==> config.mk <==
export PLATFORM = sky130hd
export DESIGN_NAME = mlft_ram
export DESIGN_NICKNAME = d
export VERILOG_FILES = /design/src/sv/mlft_ram.sv
export SDC_FILE = /design/constraint.sdc
export NUM_CORES = 1
export LEC_CHECK = 0
export BUFFER_PORTS_ARGS = -buffer_cell sky130_fd_sc_hd__buf_2
export CAP_MARGIN = 20
export CORE_ASPECT_RATIO = 0.7
export CORE_MARGIN = 1.5
export CORE_UTILIZATION = 25
export DETAILED_ROUTE_END_ITERATION = 10
export SLEW_MARGIN = 20
export SYNTH_ARGS = -nofsm -noshare
export SYNTH_HDL_FRONTEND = slang
export SYNTH_SLANG_ARGS = --single-unit
==> constraint.sdc <==
create_clock -name clk_i -period 2.4 [get_ports clk_i]
set_clock_uncertainty 0.15 [all_clocks]
set_input_delay 0.12 -clock clk_i [delete_from_list [all_inputs] [get_ports clk_i]]
set_output_delay 0.12 -clock clk_i [all_outputs]
set_load 0.1 [all_outputs]
==> src/sv/mlft_ram.sv <==
`timescale 1ns / 1ps
`default_nettype none
module mlft_ram #(
  parameter int unsigned Width = 8,
  parameter int unsigned Depth = 16
) (
  input  wire logic                     clk_i,
  input  wire logic                     we_i,
  input  wire logic [$clog2(Depth)-1:0] waddr_i,
  input  wire logic [Width-1:0]         wdata_i,
  input  wire logic [$clog2(Depth)-1:0] raddr_i,
  output logic      [Width-1:0]         rdata_o
);

  logic [Width-1:0] mem_q [Depth];

  always_ff @(posedge clk_i) begin
    if (we_i) begin
      mem_q[waddr_i] <= wdata_i;
    end
    rdata_o <= mem_q[raddr_i];
  end

endmodule
`default_nettype wire

==> results of run 1 <==
==> kinds of logic after synthesis <==
group                  after synthesis
AND/OR/NAND/NOR                     35
flip-flops                         136
multiplexers                        32
AO/OA/AOI/OAI                       16
buffers and inverters               10
==> sequential cells by signal, summed over array words and instances, names as in the netlist <==
signal / flops
mem_q: 128
rdata_o: 8
==> worst min-delay path, stage by stage <==
cell and delay (ns):
buf_2 0.14, nor3_1 0.06, buf_4 0.18
==> layout make-up <==
| cell class | count | area, um^2 | share of cell area [%] |
|---|---|---|---|
| sequential | 136 | 4000 | 62.7 |
| multi-input combinational | 83 | 1060 | 16.6 |
| clock buffer | 22 | 464 | 7.27 |
| timing repair buffer | 53 | 368 | 5.76 |
| tap | 270 | 338 | 5.29 |
| clock inverter | 10 | 150 | 2.35 |
==> where the power goes <==
group / internal (mW) / switching [mW] / leakage (nW)
clock network: 1.78 / 0.907 / 0.299
registers: 2.66 / 0.0189 / 1.22
logic: 0.114 / 0.256 / 0.614
total: 4.55 / 1.18 / 2.14
==> what timing repair did <==
action | in CTS | in global routing
hold endpoints to repair | 128 | 0
setup endpoints to repair | 0 | 0
hold buffers | 8 | 0
==> final timing paths <==
path                         start                     to  cells past startpoint
max          mem_q[1][0]$_DFFE_PP_     rdata_o[0]$_DFF_P_                      3
min                     waddr_i[0]  mem_q[0][3]$_DFFE_PP_                      3
max reg2reg  mem_q[1][0]$_DFFE_PP_     rdata_o[0]$_DFF_P_                      3
min reg2reg  mem_q[4][2]$_DFFE_PP_     rdata_o[2]$_DFF_P_                      3
==> per-layer routing <==
layer | vias up | part of all wire, %
met4 | 0 | 1.4
met5 | - | 0
met2 | 37 | 45
li1 | 1098 | -
met3 | 13 | 3.3
met1 | 1321 | 50
==> cell usage after synthesis (3+ instances only) <==
master	number
nand2_1	9
buf_2	3
mux4_2	18
mux4_1	14
nor2_1	13
edfxtp_1	128
dfxtp_1	8
nor3_1	4
clkdlybuf4s25_2	3
buf_6	3
a22oi_1	16
==> per-stage QoR <==
step	setup WS, ns	util [%]	power (mW)
after global placement	0.601	28.4	3.08
after detailed placement	0.582	28.4	3.09
after global routing	0.748	31.9	5.89
final	0.794	31.9	5.73
after CTS	0.817	31.9	5.77
after floorplan	0.637	-	2.97
==> implementation parameters, run 1 <==
Parameter                              Value

Global route
  Antenna violations before repair ... 0
  Met2 usage ... around 16%
  Number of global-route vias before repair ... ~2.6k
  Met3 Use GR ... ~2.8%
  Most heavily used metal layer in global routing ... met2
  Global-route wire length before repair ... around 16,000 um
  Global route overflow ... 0
  GR Layer Usage met1 ... about 15%
  Total global-route track usage ... 10.8%
  Maximum number of pins on one net before global-route repair ... 33

Detailed routing
  Number of vias in the routed layout ... roughly 2.5k
  Routed length per instance ... about 18 um
  Total wire length after detailed routing ... ~11,000 um
  Vias per Instance ... around 4.3
  DRC violations left ... 0
  First-iteration detailed-routing DRC count ... approximately 250
  Remaining number of nets flagged by the antenna check after routing ... 0
  DR pass1 iterations ... 6

Die
  Die boundary width ... 175 um
  Starting density of the core ... 25.7%
  Vertical extent of the die ... ~120 um
  Core region area ... approximately 20,000 um^2
  Placement Rows ... 43
  Overall die area ... 21,500 um^2
  Number of ports placed on the die boundary ... 26

Critical path
  Required arrival time at the worst endpoint ... 2.54 ns
  Startpoint type of the worst setup path ... flip-flop
  Setup CP Type ... flip-flop to flip-flop
  Worst reg-to-reg setup slack ... 0.79 ns
  Slowest cell delay on critical path ... between 0.5 and 0.6 ns
  Critical Path End Type ... flip-flop
  Cell-by-cell listing of the critical path ... mux4_1 > a22oi_1 > nand2_1
  Kind of cell with the highest combined delay on the critical path ... multiplexers
  Slowest cell on crit path ... mux4_1
  CP arrival ... 1.74 ns
  Highest fanout seen on the critical path ... 1
  Buf+Inv Stages, Crit Path ... 0

Timing
  Final critical path time including I/O delays and setup ... 1.61 ns
  Aggregate negative setup slack ... 0 ns
  Worst-margin pin slew ... 0.733 ns
  Relative slew margins ... 51.0%
  RSZ-0062 raised after global routing ... false
  Final slew viol count ... 0
  Final-report setup violation count ... 0
  Worst hold-check slack ... roughly 0.12 ns
  Fin. Hold Viols ... 0
  Ratio of final minimum period to clock period ... approximately 67%
  Top achievable clock speed ... ~0.62 GHz

Clock network
  Count of instances resized after the clock tree is built ... 0
  Clock Latency Late Sink ... just over 0.4 ns
  TritonCTS Buffers ... 17
  TritonCTS clock tree ... done
  Clock root buffer master ... clkbuf_16
  H-tree lvl count ... 4
  Maximum number of buffers from clock root to sink ... 2
  CTS sink count ... 136
  Clock transition at the register clock pins on the worst setup and hold paths after CTS ... ~0.060 ns
  Post-CTS setup buffer count ... 0

Placed design
  Placed wire-length estimate after detailed placement ... slightly below 7000 um
  Total placed cells including tap cells ... roughly 530
  Final Wtd Congestion ... between 0.7 and 0.8
  Number of input and output port buffers inserted ... 25
  Total cell area at the placement stage ... 5690 um^2

Yosys
  Area share of the largest cell type after synthesis ... about three quarters
  Largest family of logic cells by synthesized area ... multiplexers
  FF+latch count, synth ... approximately 140
  Share of async-settable or async-resettable flops after synthesis ... 0%
  Cells taking the most area after synthesis ... edfxtp_1 (75%), mux4_2 (7.9%), mux4_1 (7.1%), dfxtp_1 (3.1%), a22oi_1 (2.3%)
  Post-synthesis share of cell area spent on xor and xnor gates ... 0%
  Number of warnings printed during yosys synthesis ... 0
  Post-synthesis sequential area ratio ... about 78%
  Most frequently used flop master after synthesis ... edfxtp_1
  Synthesized-area fraction occupied by adder cells ... 0%
  Share of the synthesized area in compound gates (AO/OA/AOI/OAI) ... 2.33%
  Total nets after synthesis ... about 250
  Cell taking the most area after synthesis ... edfxtp_1
  Number of synthesized flops with an enable pin ... between 100 and 150
  Gate Count Post-Synth ... roughly 230
  Summed instance area of the synthesized netlist ... ~5100 um^2
  Mux share of post-synthesis cell area ... between 10% and 20%
  Synth Area in Simple Gates ... 3.18%
  Per-instance average area after synthesis ... 22.5 um^2
  Number of library cell types mapped by synthesis ... 19

Power
  Pwr dens ... about 900 nW/um^2
  Leak pwr ... about 2.1 nW
  Worst IR Drop VDD ... 0.000524 V

Job
  Number of violations of the max-capacitance limit ... 0

Cells and area
  Proportion of layout cells with a drive suffix above 1 ... ~30%
  Final standard cell area without fillers ... 6380 um^2
  Number of filler cells placed in the layout ... approximately 1.9k
  Signed area change from the synthesized netlist to the final layout ... 24.0%
  Number of nets at the end of the flow ... roughly 310
  Post-route non-filler standard cell count ... approximately 570
  Most common cell after layout, fill and taps aside ... edfxtp_1
  Antenna diode count ... 0
  Commonest cells after routing, fill and taps aside ... edfxtp_1 (128), buf_2 (25), buf_4 (19), mux4_2 (18), clkbuf_16 (17)

Run status
  Outcome ... completed

Hold path
  Classification of the worst-slack hold path ... primary input to flip-flop
Note: power is estimated with default switching activity, not from simulation.
==> run 2: changes to the inputs <==
==> constraint.sdc (replaced) <==
create_clock -name clk_i -period 1.5 [get_ports clk_i]
set_clock_uncertainty 0.15 [all_clocks]
set_input_delay 0.075 -clock clk_i [delete_from_list [all_inputs] [get_ports clk_i]]
set_output_delay 0.075 -clock clk_i [all_outputs]
set_load 0.1 [all_outputs]
==> run 2 against run 1 <==
Wire length is 3.8% higher. Sequential power is 60% higher. Count of clock-buffer cells in the layout is 4 lower. Sequential share of layout area is 1.3 points lower. Non-clock buffer count is 9 higher. Combinational power is 72% higher. Utilization is 0.65 points higher. Via count is 1.1% higher. Largest power group unchanged. First-iteration DRC count is 13% lower. Die area stayed put. Clock power is 61% higher.
==> implementation parameters, run 2 (synthesis gave the netlist of run 1 again) <==
Parameter                              Value

Cells and area
  Number of nets at the end of the flow ... around 320
  Antenna diode count ... 0
  Largest register by flop count ... mem_q
  Largest register FFs ... ~130
  Most common cell after layout, fill and taps aside ... edfxtp_1
  Top Registers ... mem_q: 128 flops, rdata_o: 8 flops
  Commonest cells after routing, fill and taps aside ... edfxtp_1 (128), buf_2 (25), buf_4 (25), mux4_2 (23), clkbuf_16 (17)
  Proportion of layout cells with a drive suffix above 1 ... a little under two fifths
  Post-route non-filler standard cell count ... ~580
  Signed area change from the synthesized netlist to the final layout ... 26.5%
  Final standard cell area without fillers ... about 6500 um^2
  Finished Core Util ... ~33%

Timing
  Fin. Hold Viols ... 0
  Relative slew margins ... between 40% and 50%
  Final critical path time including I/O delays and setup ... ~1.5 ns
  Aggregate negative setup slack ... 0 ns
  RSZ-0062 raised after global routing ... true
  Least setup slack across all paths after layout ... roughly 0.022 ns
  Ratio of final minimum period to clock period ... approximately 99%
  Worst-margin pin slew ... 0.849 ns
  Top achievable clock speed ... between 0.6 and 0.7 GHz
  Worst hold-check slack ... 0.0914 ns
  Final-report setup violation count ... 0
  Final slew viol count ... 0

Die
  Number of ports placed on the die boundary ... 26
  Die boundary width ... roughly 170 um
  Core region area ... ~20,000 um^2
  Vertical extent of the die ... roughly 120 um
  Starting density of the core ... between 20 and 30%
  Overall die area ... between 20,000 and 25,000 um^2
  Placement Rows ... 43

Placed design
  Placed wire-length estimate after detailed placement ... about 7100 um
  Final Wtd Congestion ... between 0.7 and 0.8
  Post-Place Worst Slack ... -0.227 ns
  Number of input and output port buffers inserted ... 25
  Total cell area at the placement stage ... approximately 5800 um^2
  Total placed cells including tap cells ... between 500 and 600

Global route
  Antenna violations before repair ... 0
  Maximum number of pins on one net before global-route repair ... 23
  Global route overflow ... 0
  Number of global-route vias before repair ... approximately 2.6k
  Total global-route track usage ... a little over a tenth
  Global-route wire length before repair ... 16,000 um

Job
  Number of violations of the max-capacitance limit ... 0

Detailed routing
  Number of vias in the routed layout ... 2,495
  Routed length per instance ... ~19 um
  Total wire length after detailed routing ... 10,900 um
  First-iteration detailed-routing DRC count ... 213
  DRC violations left ... 0
  DR pass1 iterations ... 4
  Remaining number of nets flagged by the antenna check after routing ... 0
  Vias per Instance ... approximately 4.3

Clock network
  TritonCTS clock tree ... done
  Clock Latency Late Sink ... around 0.41 ns
  Maximum number of buffers from clock root to sink ... 2
  TritonCTS Buffers ... 17
  Post-CTS setup buffer count ... 0
  Clock root buffer master ... clkbuf_16
  CTS sink count ... ~140
  Clock transition at the register clock pins on the worst setup and hold paths after CTS ... approximately 0.06 ns
  H-tree lvl count ... 4

Critical path
  Slowest cell on crit path ... mux4_2
  CP arrival ... approximately 1.6 ns
  Kind of cell with the highest combined delay on the critical path ... multiplexers
  Startpoint type of the worst setup path ... flip-flop
  Buf+Inv Stages, Crit Path ... 1
  Slowest cell delay on critical path ... about 0.5 ns
  Cell-by-cell listing of the critical path ... mux4_2 > a22oi_2 > buf_4 > nand2_2
  Highest fanout seen on the critical path ... 1
  Setup CP Type ... flip-flop to flip-flop
  Critical Path End Type ... flip-flop
  Required arrival time at the worst endpoint ... 1.64 ns

Hold path
  Classification of the worst-slack hold path ... primary input to flip-flop

Power
  Total power ... around 9.2 mW
  Leak pwr ... about 2.2 nW
  Worst IR Drop VDD ... 0.000863 V
  Pwr dens ... approximately 1400 nW/um^2

Run status
  Outcome ... completed
## run 2: changes by cell type in the layout (fill, tap and decap cells not counted), sizes merged
cell / previous run / this run
buf: 45 / 54
clkbuf: 22 / 18
clkinv: 5 / 4
clkinvlp: 1 / 3
inv: 0 / 3
## run 2: worst reg2reg max path: cells and delay by family, from the launching register on
family	cells	cell delay, ns
multiplexers	1	0.50
flip-flops	1	0.36
AO/OA/AOI/OAI	1	0.14
buffers and inverters	1	0.14
AND/OR/NAND/NOR	1	0.06
## run 2: report_power, final
group | switching [mW] | leakage, nW | internal (mW)
Combinational | 0.426 | 0.655 | 0.212
Clock | 1.54 | 0.297 | 2.79
Sequential | 0.0261 | 1.22 | 4.25
## run 2: layout make-up
type	instances	area (um^2)
fillers	1901	13500
flip-flops and latches	136	4000
multi-input cells	83	1070
repair buffers	62	473
clock buffers	18	429
well taps	270	338
clock inverters	14	196
## run 2: what timing repair did
item | 4_1_cts | 5_1_grt
gates resized for setup | 7 | 4
pin swaps | 1 | 2
gates cloned | 0 | 0
hold buffers | 8 | 0
endpoints found under the hold margin | 128 | 0
setup endpoints to repair | 5 | 5
## run 2: per-layer routing
layer	vias up	part of all wire, %	GRT usage [%]
li1	1115	-	-
met1	1313	48	14.4
met2	51	47	16.7
met3	16	4.4	2.92
met4	0	1.2	4.17
met5	-	0	0
## run 2: worst paths after layout
check	to	cells past startpoint	from	slack (ns)
max	rdata_o[6]$_DFF_P_	4	mem_q[7][6]$_DFFE_PP_	0.02
min reg2reg	rdata_o[3]$_DFF_P_	3	mem_q[6][3]$_DFFE_PP_	0.52
max reg2reg	rdata_o[6]$_DFF_P_	4	mem_q[7][6]$_DFFE_PP_	0.02
min	mem_q[0][5]$_DFFE_PP_	3	waddr_i[1]	0.09
==> run 3: changes to the inputs <==
==> constraint.sdc (replaced) <==
create_clock -name clk_i -period 1.4 [get_ports clk_i]
set_clock_uncertainty 0.15 [all_clocks]
set_input_delay 0.07 -clock clk_i [delete_from_list [all_inputs] [get_ports clk_i]]
set_output_delay 0.07 -clock clk_i [all_outputs]
set_load 0.1 [all_outputs]
==> run 3 against run 2 <==
The run now ends with negative setup slack left. Sequential share of layout area shrank 0.83 points. Via count up 4.7%. Hold slack gained 0.018 ns. First-iteration DRC count is 14% higher. Utilization increased by 0.44 points. Critical endpoint is now rdata_o[4]$_DFF_P_. Global-route usage is 0.96 points higher. Flip-flop and latch count stayed put. Count of clock-buffer cells in the layout is 2 higher. Clock power up 14%.
==> implementation parameters, run 3 (synthesis gave the netlist of run 1 again) <==
Parameter                              Value

Timing
  Final-report setup violation count ... 3
  Relative slew margins ... between 20% and 30%
  Least setup slack across all paths after layout ... -0.0798 ns
  Fin. Hold Viols ... 0
  Final slew viol count ... 0
  Top achievable clock speed ... approximately 0.68 GHz
  RSZ-0062 raised after global routing ... true
  Ratio of final minimum period to clock period ... 106%
  Worst-margin pin slew ... 1.05 ns
  Final critical path time including I/O delays and setup ... 1.48 ns

Cells and area
  Proportion of layout cells with a drive suffix above 1 ... around 41%
  Largest register FFs ... 128
  Sequential cell area ... 4000 um^2
  Commonest cells after routing, fill and taps aside ... edfxtp_1 (128), buf_4 (35), mux4_2 (28), buf_2 (18), clkbuf_16 (17)
  Signed area change from the synthesized netlist to the final layout ... 28.2%
  Finished Core Util ... between 30 and 40%
  Antenna diode count ... 0
  Number of filler cells placed in the layout ... roughly 1.9k
  Number of nets at the end of the flow ... roughly 320
  Top Registers ... mem_q: 128 flops, rdata_o: 8 flops
  Post-route non-filler standard cell count ... approximately 590
  Most common cell after layout, fill and taps aside ... edfxtp_1
  Largest register by flop count ... mem_q
  Area occupied by multi-input gates ... 1070 um^2

Placed design
  Number of input and output port buffers inserted ... 25
  Placed wire-length estimate after detailed placement ... ~7400 um
  Final Wtd Congestion ... 0.689
  Total placed cells including tap cells ... between 500 and 600

Global route
  Maximum number of pins on one net before global-route repair ... 17
  Total global-route track usage ... between 10% and 20%
  Number of global-route vias before repair ... 2,784
  Global-route wire length before repair ... about 17,000 um
  Antenna violations before repair ... 0
  Global route overflow ... 0

Critical path
  Kind of cell with the highest combined delay on the critical path ... multiplexers
  R2r worst-path depth ... 4
  Cell-by-cell listing of the critical path ... mux4_2 > a22oi_2 > buf_4 > nand2_2
  CP arrival ... between 1.5 and 2 ns
  Setup CP Type ... flip-flop to flip-flop
  Buf+Inv Stages, Crit Path ... 1
  Worst flop-to-flop path endpoint ... rdata_o[4]$_DFF_P_
  Slowest cell on crit path ... mux4_2
  Critical Path End Type ... flip-flop
  Required arrival time at the worst endpoint ... about 1.6 ns
  Highest fanout seen on the critical path ... 1
  Slowest cell delay on critical path ... 0.48 ns
  Startpoint type of the worst setup path ... flip-flop
  FF-to-FF Start ... mem_q[3][4]$_DFFE_PP_
  Worst reg-to-reg setup slack ... -0.08 ns

Detailed routing
  Remaining number of nets flagged by the antenna check after routing ... 0
  Vias per Instance ... between 4 and 5
  First-iteration detailed-routing DRC count ... 242
  DRC violations left ... 0
  Routed length per instance ... a little under 20 um
  DR pass1 iterations ... 4
  Total wire length after detailed routing ... 11,600 um
  Number of vias in the routed layout ... around 2.6k

Clock network
  Clock transition at the register clock pins on the worst setup and hold paths after CTS ... around 0.06 ns
  Post-CTS setup buffer count ... 0
  H-tree lvl count ... 4
  TritonCTS Buffers ... 17
  TritonCTS clock tree ... done
  CTS sink count ... approximately 140
  Maximum number of buffers from clock root to sink ... 2
  Clock root buffer master ... clkbuf_16
  Clock Latency Late Sink ... between 0.4 and 0.5 ns

Power
  Worst IR Drop VDD ... 0.000966 V
  Total power ... 10.2 mW
  Leak pwr ... between 2 and 2.5 nW
  Pwr dens ... roughly 1600 nW/um^2

Run status
  Outcome ... complete, but fails checks
  Violations in the final reports ... negative setup slack

Die
  Die boundary width ... 175 um
  Overall die area ... ~21,000 um^2
  Core region area ... about 20,000 um^2
  Vertical extent of the die ... 123 um
  Number of ports placed on the die boundary ... 26
  Starting density of the core ... 25.7%
  Placement Rows ... 43

Hold path
  Hold path endpoint ... mem_q[0][4]$_DFFE_PP_
  Worst hold stages ... 3
  Classification of the worst-slack hold path ... primary input to flip-flop
  Hold_sp ... waddr_i[1]

Job
  Number of violations of the max-capacitance limit ... 0
## run 3: metal layers
metal | GRT usage [%] | vias to the layer above | share of wire [%]
li1 | - | 1120 | -
met1 | 15.3 | 1350 | 43
met2 | 18.7 | 127 | 46
met3 | 3.75 | 16 | 9.6
met4 | 3.58 | 0 | 1.2
met5 | 0 | - | 0
## run 3: worst max-delay path by stage
stage | slack (ns) | cells after the start | start | to
final | -0.08 | 4 | mem_q[3][4]$_DFFE_PP_ | rdata_o[4]$_DFF_P_
after global routing | -0.13 | 4 | mem_q[7][4]$_DFFE_PP_ | rdata_o[4]$_DFF_P_
after CTS | -0.09 | 4 | mem_q[3][4]$_DFFE_PP_ | rdata_o[4]$_DFF_P_
after detailed placement | -0.36 | 6 | raddr_i[0] | rdata_o[0]$_DFF_P_
after global placement | -0.35 | 6 | raddr_i[0] | rdata_o[0]$_DFF_P_
after floorplan | -0.09 | 2 | waddr_i[2] | mem_q[3][0]$_DFFE_PP_
## run 3: tightest hold or removal path: cells and delay by family
| family | cells | cell delay [ns] |
|---|---|---|
| buffers and inverters | 2 | 0.35 |
| and+or+nand+nor | 1 | 0.06 |
## run 3: final cells by class
| class | count | share of cell area [%] |
|---|---|---|
| multi-input combinational | 83 | 16.2 |
| sequential | 136 | 60.7 |
| clock inverter | 12 | 2.98 |
| clock buffer | 20 | 7.07 |
| timing repair buffer | 67 | 8.00 |
| tap | 270 | 5.12 |
## run 3: timing repair
item,in CTS,in global routing
endpoints found under the setup margin,11,10
pin swaps,3,4
resized for setup,15,9
endpoints found under the hold margin,128,0
hold buffers,8,0
## run 3: through the flow
stage	cell area [um^2]	setup slack, ns	setup TNS (ns)	hold slack [ns]
after floorplan	5160	-0.0861	-2.62	0.0189
after global placement	5840	-0.352	-4.42	0.303
after detailed placement	5840	-0.358	-4.48	0.323
after CTS	6600	-0.0893	-0.251	0.0878
after global routing	6600	-0.125	-0.458	0.118
final	6600	-0.0798	-0.171	0.110
## run 3: power breakdown
| group | internal [mW] | switching (mW) | total [mW] |
|---|---|---|---|
| registers | 4.55 | 0.0318 | 4.59 |
| logic | 0.255 | 0.466 | 0.721 |
| clock network | 3.29 | 1.63 | 4.93 |
